===== src/rtl/core/lnc_pkg.sv =====
// ----------------------------------------------------------------------------
// lnc_pkg
// Types and constants shared by the noise voice and its subtract unit.
// ----------------------------------------------------------------------------
package lnc_pkg;

    localparam int OP_W       = 24;
    localparam int CFG_IDX_W  = 8;
    localparam int CFG_DATA_W = 24;

    localparam logic [CFG_IDX_W-1:0] CFG_START_VOLUME    = 8'd0;
    localparam logic [CFG_IDX_W-1:0] CFG_ENVELOPE_UP     = 8'd1;
    localparam logic [CFG_IDX_W-1:0] CFG_ENVELOPE_PERIOD = 8'd2;
    localparam logic [CFG_IDX_W-1:0] CFG_CLOCK_SHIFT     = 8'd3;
    localparam logic [CFG_IDX_W-1:0] CFG_NARROW_MODE     = 8'd4;
    localparam logic [CFG_IDX_W-1:0] CFG_DIVISOR_CODE    = 8'd5;
    localparam logic [CFG_IDX_W-1:0] CFG_POWER_ON        = 8'd6;
    localparam logic [CFG_IDX_W-1:0] CFG_LENGTH_LOAD     = 8'd7;

    localparam logic [14:0] LFSR_SEED        = 15'h7FFF;
    localparam logic [23:0] LENGTH_LOAD_INIT = 24'h800000;
    localparam logic [3:0]  VOLUME_MAX       = 4'd15;

    typedef enum logic [6:0] {
        S_IDLE     = 7'b0000001,
        S_ENV_ADD  = 7'b0000010,
        S_ENV_LOOP = 7'b0000100,
        S_LEN      = 7'b0001000,
        S_LFSR     = 7'b0010000,
        S_TAIL     = 7'b0100000,
        S_OUT      = 7'b1000000
    } state_t;

    typedef struct packed {
        logic [OP_W-1:0] diff;
        logic            borrow;
        logic            zero;
    } sub_res_t;

    function automatic logic [6:0] divisor(input logic [2:0] code);
        logic [6:0] d;
        case (code)
            3'd0:    d = 7'd8;
            3'd1:    d = 7'd16;
            3'd2:    d = 7'd32;
            3'd3:    d = 7'd48;
            3'd4:    d = 7'd64;
            3'd5:    d = 7'd80;
            3'd6:    d = 7'd96;
            default: d = 7'd112;
        endcase
        return d;
    endfunction

endpackage


===== src/rtl/core/lnc_sub.sv =====
// ----------------------------------------------------------------------------
// lnc_sub
// Shared subtract and compare unit used by the envelope loop, length, lfsr and tail steps.
// ----------------------------------------------------------------------------
module lnc_sub
(
    input  logic [lnc_pkg::OP_W-1:0] a,
    input  logic [lnc_pkg::OP_W-1:0] b,
    output lnc_pkg::sub_res_t        res
);

    logic [lnc_pkg::OP_W:0] wide;

    assign wide       = {1'b0, a} - {1'b0, b};
    assign res.diff   = wide[lnc_pkg::OP_W-1:0];
    assign res.borrow = wide[lnc_pkg::OP_W];
    assign res.zero   = (wide[lnc_pkg::OP_W-1:0] == '0);

endmodule


===== src/rtl/core/lfsr_noise_channel.sv =====
// sequence: a trigger beat goes from S_IDLE straight to S_OUT; an advance beat passes
// S_ENV_ADD and S_ENV_LOOP (one pass per envelope step) when the envelope is on, then
// S_LEN, then S_LFSR (one pass per lfsr clock) and S_TAIL while the voice runs, then S_OUT
// flow: one beat in flight, the next is taken once the sequencer is back in S_IDLE;
// a result still waiting on the output holds the sequencer in S_OUT
// reset: rst_n clears all but the payload registers, length_load to 8388608
// ----------------------------------------------------------------------------
// lfsr_noise_channel
// Noise voice: volume envelope, length counter and 15-bit lfsr clocked by
// a programmable period, run as a small sequencer around one subtractor.
// ----------------------------------------------------------------------------
module lfsr_noise_channel
#(
    parameter int MAX_ELAPSED = 255
)
(
    input  logic                             clk,
    input  logic                             rst_n,

    input  logic                             cfg_valid,
    output logic                             cfg_ready,
    input  logic [lnc_pkg::CFG_IDX_W-1:0]    cfg_index,
    input  logic [lnc_pkg::CFG_DATA_W-1:0]   cfg_data,

    input  logic                             s_axis_tvalid,
    output logic                             s_axis_tready,
    input  logic [15:0]                      s_axis_tdata,  // elapsed_cycles[7:0], length_enable
    input  logic [0:0]                       s_axis_tuser,  // cmd

    output logic                             m_axis_tvalid,
    input  logic                             m_axis_tready,
    output logic [7:0]                       m_axis_tdata   // sample[3:0], active
);

    lnc_pkg::state_t state_reg, state_next;

    logic [3:0]  start_volume_reg, start_volume_next;
    logic        envelope_up_reg, envelope_up_next;
    logic [2:0]  envelope_period_reg, envelope_period_next;
    logic [3:0]  clock_shift_reg, clock_shift_next;
    logic        narrow_mode_reg, narrow_mode_next;
    logic [2:0]  divisor_code_reg, divisor_code_next;
    logic        power_on_reg, power_on_next;
    logic [23:0] length_load_reg, length_load_next;

    logic [14:0] shift_reg_reg, shift_reg_next;
    logic [21:0] period_timer_reg, period_timer_next;
    logic [17:0] env_timer_reg, env_timer_next;
    logic [3:0]  volume_reg, volume_next;
    logic [23:0] length_left_reg, length_left_next;
    logic        length_on_reg, length_on_next;
    logic        triggered_reg, triggered_next;
    logic [7:0]  hz_reg, hz_next;

    logic        out_valid_reg, out_valid_next;
    logic [3:0]  out_sample_reg, out_sample_next;
    logic        out_active_reg, out_active_next;

    logic [lnc_pkg::OP_W-1:0] op_a, op_b;
    lnc_pkg::sub_res_t        sub_res;

    logic [21:0] reload;
    logic [17:0] env_per;
    logic [14:0] lfsr_step;
    logic        feedback;
    logic [7:0]  elapsed;
    logic [7:0]  hz_clamped;
    logic        in_beat;
    logic        cfg_beat;
    logic        running;
    logic [23:0] len_new;

    assign cfg_ready     = 1'b1;
    assign s_axis_tready = (state_reg == lnc_pkg::S_IDLE);
    assign m_axis_tvalid = out_valid_reg;
    assign m_axis_tdata  = {3'b000, out_active_reg, out_sample_reg};

    assign in_beat  = s_axis_tvalid && s_axis_tready;
    assign cfg_beat = cfg_valid && cfg_ready;
    assign running  = power_on_reg && triggered_reg;
    assign elapsed  = s_axis_tdata[7:0];

    assign hz_clamped = ({8'd0, elapsed} > 16'(MAX_ELAPSED)) ? 8'(MAX_ELAPSED) : elapsed;

    assign reload  = 22'(lnc_pkg::divisor(divisor_code_reg)) << clock_shift_reg;
    assign env_per = {envelope_period_reg, 15'd0};

    assign feedback = shift_reg_reg[0] ^ shift_reg_reg[1];
    always_comb
    begin
        lfsr_step = {feedback, shift_reg_reg[14:1]};
        if (narrow_mode_reg)
        begin
            lfsr_step[6] = feedback;
        end
    end

    // operand select for the shared subtractor
    always_comb
    begin
        case (state_reg)
            lnc_pkg::S_ENV_LOOP:
            begin
                op_a = {6'd0, env_timer_reg};
                op_b = {6'd0, env_per};
            end
            lnc_pkg::S_LEN:
            begin
                op_a = length_left_reg;
                op_b = {16'd0, hz_reg};
            end
            lnc_pkg::S_LFSR:
            begin
                op_a = {16'd0, hz_reg};
                op_b = {2'd0, period_timer_reg};
            end
            lnc_pkg::S_TAIL:
            begin
                op_a = {2'd0, period_timer_reg};
                op_b = {16'd0, hz_reg};
            end
            default:
            begin
                op_a = '0;
                op_b = '0;
            end
        endcase
    end

    lnc_sub u_sub
    (
        .a   (op_a),
        .b   (op_b),
        .res (sub_res)
    );

    assign len_new = (sub_res.borrow || sub_res.zero) ? 24'd0 : sub_res.diff;

    always_comb
    begin
        state_next           = state_reg;
        start_volume_next    = start_volume_reg;
        envelope_up_next     = envelope_up_reg;
        envelope_period_next = envelope_period_reg;
        clock_shift_next     = clock_shift_reg;
        narrow_mode_next     = narrow_mode_reg;
        divisor_code_next    = divisor_code_reg;
        power_on_next        = power_on_reg;
        length_load_next     = length_load_reg;
        shift_reg_next       = shift_reg_reg;
        period_timer_next    = period_timer_reg;
        env_timer_next       = env_timer_reg;
        volume_next          = volume_reg;
        length_left_next     = length_left_reg;
        length_on_next       = length_on_reg;
        triggered_next       = triggered_reg;
        hz_next              = hz_reg;
        out_valid_next       = out_valid_reg;
        out_sample_next      = out_sample_reg;
        out_active_next      = out_active_reg;

        if (out_valid_reg && m_axis_tready)
        begin
            out_valid_next = 1'b0;
        end

        case (state_reg)
            lnc_pkg::S_IDLE:
            begin
                if (in_beat)
                begin
                    if (s_axis_tuser[0])
                    begin
                        period_timer_next = reload;
                        if (length_left_reg == 24'd0)
                        begin
                            length_left_next = length_load_reg;
                        end
                        shift_reg_next = lnc_pkg::LFSR_SEED;
                        length_on_next = s_axis_tdata[8];
                        volume_next    = start_volume_reg;
                        env_timer_next = 18'd0;
                        triggered_next = 1'b1;
                        // dac off leaves the voice silent
                        if (start_volume_reg == 4'd0 && !envelope_up_reg)
                        begin
                            period_timer_next = 22'd0;
                            volume_next       = 4'd0;
                            triggered_next    = 1'b0;
                        end
                        state_next = lnc_pkg::S_OUT;
                    end
                    else
                    begin
                        hz_next    = hz_clamped;
                        state_next = (envelope_period_reg != 3'd0) ? lnc_pkg::S_ENV_ADD
                                                                   : lnc_pkg::S_LEN;
                    end
                end
            end
            lnc_pkg::S_ENV_ADD:
            begin
                env_timer_next = env_timer_reg + {10'd0, hz_reg};
                state_next     = lnc_pkg::S_ENV_LOOP;
            end
            lnc_pkg::S_ENV_LOOP:
            begin
                // step while the timer is strictly above the period
                if (!sub_res.borrow && !sub_res.zero)
                begin
                    env_timer_next = sub_res.diff[17:0];
                    if (envelope_up_reg)
                    begin
                        if (volume_reg != lnc_pkg::VOLUME_MAX)
                        begin
                            volume_next = volume_reg + 4'd1;
                        end
                    end
                    else if (volume_reg != 4'd0)
                    begin
                        volume_next = volume_reg - 4'd1;
                    end
                end
                else
                begin
                    state_next = lnc_pkg::S_LEN;
                end
            end
            lnc_pkg::S_LEN:
            begin
                if (length_on_reg)
                begin
                    length_left_next = len_new;
                    if (len_new == 24'd0)
                    begin
                        volume_next = 4'd0;
                    end
                end
                state_next = running ? lnc_pkg::S_LFSR : lnc_pkg::S_OUT;
            end
            lnc_pkg::S_LFSR:
            begin
                if (!sub_res.borrow)
                begin
                    shift_reg_next    = lfsr_step;
                    hz_next           = sub_res.diff[7:0];
                    period_timer_next = reload;
                end
                else
                begin
                    state_next = lnc_pkg::S_TAIL;
                end
            end
            lnc_pkg::S_TAIL:
            begin
                period_timer_next = sub_res.diff[21:0];
                state_next        = lnc_pkg::S_OUT;
            end
            lnc_pkg::S_OUT:
            begin
                if (!out_valid_reg || m_axis_tready)
                begin
                    out_valid_next  = 1'b1;
                    out_active_next = running;
                    out_sample_next = (running && !shift_reg_reg[0]) ? volume_reg : 4'd0;
                    state_next      = lnc_pkg::S_IDLE;
                end
            end
            default:
            begin
                state_next = lnc_pkg::S_IDLE;
            end
        endcase

        if (cfg_beat)
        begin
            case (cfg_index)
                lnc_pkg::CFG_START_VOLUME:    start_volume_next    = cfg_data[3:0];
                lnc_pkg::CFG_ENVELOPE_UP:     envelope_up_next     = cfg_data[0];
                lnc_pkg::CFG_ENVELOPE_PERIOD: envelope_period_next = cfg_data[2:0];
                lnc_pkg::CFG_CLOCK_SHIFT:     clock_shift_next     = cfg_data[3:0];
                lnc_pkg::CFG_NARROW_MODE:     narrow_mode_next     = cfg_data[0];
                lnc_pkg::CFG_DIVISOR_CODE:    divisor_code_next    = cfg_data[2:0];
                lnc_pkg::CFG_POWER_ON:
                begin
                    power_on_next = cfg_data[0];
                    if (!cfg_data[0])
                    begin
                        shift_reg_next    = 15'd0;
                        period_timer_next = 22'd0;
                        volume_next       = 4'd0;
                        length_left_next  = 24'd0;
                        triggered_next    = 1'b0;
                    end
                end
                lnc_pkg::CFG_LENGTH_LOAD:     length_load_next     = cfg_data[23:0];
                default:
                begin
                end
            endcase
        end
    end

    always_ff @(posedge clk or negedge rst_n)
    begin
        if (!rst_n)
        begin
            state_reg           <= lnc_pkg::S_IDLE;
            start_volume_reg    <= 4'd0;
            envelope_up_reg     <= 1'b0;
            envelope_period_reg <= 3'd0;
            clock_shift_reg     <= 4'd0;
            narrow_mode_reg     <= 1'b0;
            divisor_code_reg    <= 3'd0;
            power_on_reg        <= 1'b0;
            length_load_reg     <= lnc_pkg::LENGTH_LOAD_INIT;
            shift_reg_reg       <= 15'd0;
            period_timer_reg    <= 22'd0;
            env_timer_reg       <= 18'd0;
            volume_reg          <= 4'd0;
            length_left_reg     <= 24'd0;
            length_on_reg       <= 1'b0;
            triggered_reg       <= 1'b0;
            hz_reg              <= 8'd0;
            out_valid_reg       <= 1'b0;
        end
        else
        begin
            state_reg           <= state_next;
            start_volume_reg    <= start_volume_next;
            envelope_up_reg     <= envelope_up_next;
            envelope_period_reg <= envelope_period_next;
            clock_shift_reg     <= clock_shift_next;
            narrow_mode_reg     <= narrow_mode_next;
            divisor_code_reg    <= divisor_code_next;
            power_on_reg        <= power_on_next;
            length_load_reg     <= length_load_next;
            shift_reg_reg       <= shift_reg_next;
            period_timer_reg    <= period_timer_next;
            env_timer_reg       <= env_timer_next;
            volume_reg          <= volume_next;
            length_left_reg     <= length_left_next;
            length_on_reg       <= length_on_next;
            triggered_reg       <= triggered_next;
            hz_reg              <= hz_next;
            out_valid_reg       <= out_valid_next;
        end
    end

    // payload registers
    always_ff @(posedge clk)
    begin
        out_sample_reg <= out_sample_next;
        out_active_reg <= out_active_next;
    end

    // a trigger beat goes straight to result
    assert property (@(posedge clk) disable iff (!rst_n)
        (in_beat && s_axis_tuser[0]) |=> (state_reg == lnc_pkg::S_OUT))
        else $error("trigger did not go to result state");

    // the working cycle count never exceeds the clamp
    assert property (@(posedge clk) disable iff (!rst_n)
        (state_reg != lnc_pkg::S_IDLE) |-> ({8'd0, hz_reg} <= 16'(MAX_ELAPSED)))
        else $error("elapsed count above clamp");

    // an lfsr clock always reloads a nonzero period, so the loop ends
    assert property (@(posedge clk) disable iff (!rst_n)
        (state_reg == lnc_pkg::S_LFSR && !sub_res.borrow) |=> (period_timer_reg != 22'd0))
        else $error("lfsr period reloaded with zero");

    // leaving the envelope loop leaves the timer at or below the period
    assert property (@(posedge clk) disable iff (!rst_n)
        (state_reg == lnc_pkg::S_LEN && $past(state_reg) == lnc_pkg::S_ENV_LOOP)
        |-> (env_timer_reg <= env_per))
        else $error("envelope timer left above period");

endmodule


===== config.mk =====
export PLATFORM = sky130hd
export DESIGN_NAME = lfsr_noise_channel
export DESIGN_NICKNAME = d
export VERILOG_FILES = /design/src/rtl/core/lnc_pkg.sv /design/src/rtl/core/lnc_sub.sv /design/src/rtl/core/lfsr_noise_channel.sv
export SDC_FILE = /design/constraint.sdc
export NUM_CORES = 1
export LEC_CHECK = 0
export BUFFER_PORTS_ARGS = -buffer_cell sky130_fd_sc_hd__buf_2
export CAP_MARGIN = 20
export CORE_MARGIN = 3
export CORE_UTILIZATION = 56
export CTS_BUF_LIST = sky130_fd_sc_hd__clkbuf_4 sky130_fd_sc_hd__clkbuf_8 sky130_fd_sc_hd__clkbuf_16
export CTS_CLUSTER_SIZE = 30
export DETAILED_ROUTE_END_ITERATION = 8
export GPL_TIMING_DRIVEN = 0
export PLACE_DENSITY = 0.78
export SYNTH_ARGS = -nofsm -noshare
export SYNTH_HDL_FRONTEND = slang
export SYNTH_SLANG_ARGS = --single-unit

===== constraint.sdc =====
create_clock -name clk -period 5.25 [get_ports clk]
set_input_delay 1.575 -clock clk [delete_from_list [all_inputs] [get_ports clk]]
set_output_delay 1.575 -clock clk [all_outputs]
set_load 0.01 [all_outputs]

After elaboration in Yosys (flattened, before gate mapping):

Cells that the tools add are included.

* bits in registers: 147
* input bits: 54
* output and inout bits: 11

* add/subtract/negate cells: 4
* equality and inequality tests: 29
* shifts and indexed selects: 1
* muxes and demuxes: 67
* bitwise operators: 1
* reduce and logical (&&, ||, !) cells: 37

Operator list (number)
* 2-to-1 mux 24 bit: 8
* 2-to-1 mux 22 bit: 7
* case mux 22 bit (3 select lines): 2
* case mux 7 bit (7 select lines): 2
* case mux 24 bit (4 select lines): 1
* 2-to-1 mux 15 bit: 6
* zero test 24 bit: 3
* 2-to-1 mux 18 bit: 3
* case mux 18 bit (3 select lines): 1
* 2-to-1 mux 4 bit: 13
* case mux 24 bit (2 select lines): 1
* 2-to-1 mux 7 bit: 6
* == test 8 x 3 -> 1 bit, second input constant: 4
* case mux 15 bit (2 select lines): 1
* subtractor 24 x 22 -> 25 bit: 1
* 2-to-1 mux 8 bit: 3
* << shifter 7 x 4 -> 22 bit: 1
* adder 18 x 8 -> 18 bit: 1
* AND reduction 2 bit: 9
* == test 8 x 2 -> 1 bit, second input constant: 2
* case mux 8 bit (2 select lines): 1
* case mux 4 bit (3 select lines): 1
* AND reduction 4 bit: 3
* 2-to-1 mux 1 bit: 11
* 28 further kinds: 48

Depth between registers and ports, before layout:

* depth in word-level cells: 14
* gate-level depth with buffers: 23
* mapped depth without buffers: 18

Hierarchy:

Synthesis repeated with hierarchy kept, for this count alone.

* cell total of the unflattened synthesis: 1110
* area total of the unflattened synthesis: 10113.4 um^2

Modules (own cells, without submodules)
* lfsr_noise_channel: instances 1, cells each 909, area an instance 8677.1 um^2, seq. area each 3706.1 um^2
* lnc_sub: instances 1, cells each 201, area an instance 1436.4 um^2, seq. area each 0.0 um^2

Worst setup path after synthesis:

No wires, ideal clock.

* path type: register to register
* start: register state_reg[1]
* end: register env_timer_reg[0]
* arrival: 4.925 ns
* required time: 5.125 ns
* setup slack: 0.200 ns
* stages on the path, launching flop included: 20
* path buffers: 4
* cells stage by stage: dfrtp_1 clkbuf_1 nor2_1 nand2_1 nor4b_1 clkbuf_1 buf_1 a22oi_1 ha_1 clkbuf_1 a211oi_1 nor2_1 a311o_1 and2_0 a211oi_1 a221oi_2 nand4_2 a21oi_4 nor3_4 mux2_4

* longest elaborated chain between the ends: 9
* elaborated cells between the ends (all ways): 22
* classes of those cells: add/sub: 1; eq/ne: 9; mux: 4; reduce/logical: 8

RTL lines
* start, declared: line lfsr_noise_channel.sv:35 `lnc_pkg::state_t state_reg, state_next;`
* start signal, assigned: line lfsr_noise_channel.sv:308 `state_reg <= lnc_pkg::S_IDLE;`
* start signal, assigned: line lfsr_noise_channel.sv:329 `state_reg <= state_next;`
* == test 7 x 4 -> 1 bit or == test 7 x 6 -> 1 bit (tied branches): line lfsr_noise_channel.sv:101 `case (state_reg)`
* OR reduction 2 bit (no line)
* case mux 22 bit (3 select lines): line lfsr_noise_channel.sv:101
* subtractor 24 x 22 -> 25 bit: line lnc_sub.sv:14 `assign wide = {1'b0, a} - {1'b0, b};`
* zero test 24 bit: line lnc_sub.sv:17 `assign res.zero = (wide[lnc_pkg::OP_W-1:0] == '0);`
* zero test 1 bit: line lfsr_noise_channel.sv:209 `if (!sub_res.borrow && !sub_res.zero)`
* logical AND 1 bit: line lfsr_noise_channel.sv:209
* inequality test 2 bit (no line)
* AND reduction 4 bit (no line)
* end signal, assigned: line lfsr_noise_channel.sv:340 `env_timer_reg <= env_timer_next;`
* end, declared: line lfsr_noise_channel.sv:48 `logic [17:0] env_timer_reg, env_timer_next;`

Several ways; a longest one is shown, not always the timed one. The select of a mux whose other input is x is not followed.
A chain may end at the register's enable or synchronous reset.

Final worst setup path:

* start: register state_reg[4]
* end: register env_timer_reg[7]

The elaborated chain is that of the path after synthesis.

==> impl_metrics.tcl <==
set metrics [dict create \
    hold_violations 0 \
    slew_headroom_pct 31.82 \
    cts_buffers 17 \
    min_period_over_period_pct 96.89 \
    die_w_um 137.5 \
    start_util_pct 57.81 \
    holdWs_ns 0.5180 \
    cts.sinks 147 \
    cpMaxStageDelayCell "dfrtp_2" \
    nets 1280 \
    dieArea_mm2 0.01892 \
    fp.coreArea_mm2 0.01676 \
    r2r-start "state_reg[4]$_DFFE_PN0P_" \
    drt-pass1-iter-count 8 \
    grt_max_degree 92 \
    timing.fmax_mhz 196.6 \
    placed_area_mm2 0.01029 \
    ys_top_cells_by_area "dfrtp_1, mux2_2, nand2_1" \
    ys_types 78 \
    worst_clock_skew_ns 0.01470 \
    cts_root_buf "clkbuf_16" \
    synthCells 1101 \
    avgSynthCellArea_um2 8.800 \
    synth_seq_cells 147 \
    grt_pass1_vias 8916 \
    worst_pin_slew_ns 1.019 \
    grt_pass1_wl_um 48740 \
    ys.flop_type "dfrtp_1" \
    routabilityCongestion 0.9993 \
    worstReg2RegEnd "env_timer_reg[7]$_DFFE_PN0P_" \
    min_path_type "register to register" \
    synthArstFlopShare_pct 96.60 \
    p_total_uw 5789 \
    synth_top_area_share_pct 36.16 \
    use_met1_pct 45.65 \
    maxSlewViolCount 0 \
    synth_seq_area_share_pct 38.25 \
    die_h_um 137.5 \
    grt-busiest-layer "met2" \
    worstHoldEndpoint "length_load_reg[22]$_DFFE_PN0P_" \
    vdd_drop_max_uv 287.4 \
    holdCritStartpoint "length_load_reg[22]$_DFFE_PN0P_" \
    post-dp-hpwl_um 23070 \
    cp-start-kind "register" \
    critPathKind "register to register" \
    ioPinCount 65 \
    ctsLongestPathBuffers 2 \
    cp.arrival_ns 5.40 \
    fin_tns_setup_ns 0 \
    portBuffers 53 \
    post_drt_wl_per_cell_um 22.28 \
    viasPerCell 6.719 \
    antennaDiodeCount 0 \
    outcome "complete, no violations" \
    power.leakage_uw 0.005124 \
    yosysTopAreaCell "dfrtp_1" \
    drt_wl_total_um 31740 \
    placementRows 47 \
    clk_pin_slew_ns 0.08 \
    required_ns 5.56 \
    vias 9575 \
    fillers 1328 \
    cts_tree "yes" \
    finalSetupViolations 0 \
    p_per_area_mw_per_mm2 511.1 \
    antenna_found_initial 0 \
    drc 0 \
    cts_htree_levels 4 \
    hold_path_depth 1 \
    crit_path_max_fanout 10 \
    synth_top_cells_by_count "dfrtp_1, nand2_1, nor2_1" \
    crit_top_cell "buf_4" \
    drtIter0Drc 1397 \
    dp_slack_ns -1.025 \
    cp_cell_sequence "nor2_1, nand2_2, nor4b_4, buf_4, clkbuf_4, buf_4, a22oi_1, nand2_1, ha_1, and2_1, or3_4, o211ai_4, a21oi_2, or3_1, a221oi_4, nand4_4, a21oi_4, nor3_4, buf_12, mux2_4" \
    synth_area_mm2 0.009689 \
    cp_slowest_stage_delay_ns 0.46 \
    drtAntennaViolNets 0 \
    worst_setup_path_end_kind "register" \
    yosys_warnings 0 \
    reg2regPathDepth 20 \
    met3_usage_pct 8.546 \
    rsz0062_at_grt "no" \
    final_area_mm2 0.01133 \
    area_delta_synth_final_pct 16.89 \
    maxCapViolations 0 \
    rrSetupSlack_ns 0.16 \
    synth.most_common_cell "dfrtp_1" \
    clk_latency_ns 0.44 \
    layout-drive-gt1-share_pct 21.08 \
    grtUsageMet2_pct 51.25 \
    setup_slack_ns 0.1631 \
    overflow 0 \
    gr-usage-all-layers_pct 33.75 \
    synth_edf_count 5 \
    min_period_ns 5.087 \
]
-- worst max-delay path by stage --
stage,end,from,slack (ns),cells past startpoint
after CTS,volume_reg[2]$_DFF_PN0_,state_reg[2]$_DFFE_PN0P_,0.04,19
after global placement,env_timer_reg[3]$_DFFE_PN0P_,state_reg[1]$_DFFE_PN0P_,-1.86,19
after detailed placement,env_timer_reg[5]$_DFFE_PN0P_,state_reg[1]$_DFFE_PN0P_,-1.03,21
after floorplan,env_timer_reg[0]$_DFFE_PN0P_,state_reg[1]$_DFFE_PN0P_,0.20,19
final,env_timer_reg[7]$_DFFE_PN0P_,state_reg[4]$_DFFE_PN0P_,0.16,20
after global routing,length_left_reg[12]$_DFF_PN0_,state_reg[4]$_DFFE_PN0P_,0.01,20
-- per-stage QoR --
| stage | utilization [%] | cells |
|---|---|---|
| floorplan | - | 1103 |
| global placement | 61.08 | 1376 |
| detailed placement | 61.40 | 1379 |
| CTS | 66.24 | 1417 |
| global route | 67.58 | 1425 |
| finish | 67.58 | 1425 |
-- cell families after synthesis --
group           count (synthesis)  share of synthesized area (%)
simple gates                  391                          19.02
compound gates                345                          24.55
flops                         147                          38.25
buf+inv                        99                          4.274
mux                            60                          7.206
fa+ha+maj                      34                          4.545
xor+xnor                       23                          2.079
other cells                     2                        0.07751
-- repair_timing --
item	in CTS	in global routing
pin swaps	4	13
gates resized for setup	37	54
buffers inserted	9	10
endpoints found under the setup margin	95	86
hold buffers	0	0
-- power by group --
| part | leakage, uW | internal, uW | switching, uW |
|---|---|---|---|
| Clock | 0.000298 | 647 | 597 |
| Combinational | 0.00295 | 1070 | 1900 |
| Sequential | 0.00188 | 1320 | 254 |
| Total | 0.00512 | 3030 | 2750 |
-- layout make-up --
cell class | instances | area [um2] | area share, %
clock inverters | 15 | 186.4 | 1.646
flip-flops and latches | 147 | 3712 | 32.78
clock buffers | 17 | 425.4 | 3.756
inverters | 25 | 93.84 | 0.8285
repair buffers | 75 | 466.7 | 4.121
multi-input cells | 857 | 5817 | 51.36
well taps | 220 | 275.3 | 2.430
plain buffers | 69 | 349.1 | 3.082
-- worst max-delay path: cells and delay by family (launching register included) --
| family | cells | cell delay [ns] |
|---|---|---|
| multiplexers | 1 | 0.29 |
| AND/OR/NAND/NOR | 9 | 1.95 |
| adder cells (fa/ha/maj) | 1 | 0.29 |
| buffers and inverters | 4 | 0.79 |
| AO/OA/AOI/OAI | 5 | 1.16 |
| flip-flops | 1 | 0.46 |
-- routing by layer --
layer | part of all wire (%) | vias to the layer above | routed length [um]
li1 | - | 4295 | -
met1 | 40 | 4556 | 12700
met2 | 43 | 602 | 13800
met3 | 12 | 122 | 3662
met4 | 5.0 | 0 | 1578
met5 | 0 | - | 0
-- cells in the final DEF (no fill, tap or decap), types with 6 or more instances in the layout --
master / count
clkbuf_4: 6
a31oi_1: 33
o21ai_1: 6
or3_1: 7
o211ai_1: 8
nor3_1: 26
nand4_1: 7
a221oi_1: 6
clkbuf_1: 32
nor2_1: 105
nor4_1: 9
a22oi_1: 48
a21o_1: 9
nand2b_1: 8
nand2_1: 132
dfrtp_1: 135
ha_1: 30
nor2b_1: 8
a222oi_1: 24
mux2i_1: 6
and3_1: 14
xnor2_1: 10
o22ai_1: 19
and2_1: 10
inv_1: 25
o21ai_0: 51
buf_2: 66
nand3_1: 23
a22o_1: 9
clkinv_8: 6
xor2_1: 8
mux2_2: 46
buf_4: 29
clkbuf_16: 17
a21oi_1: 71
mux2_4: 8
Note: power is estimated with default switching activity, not from simulation.
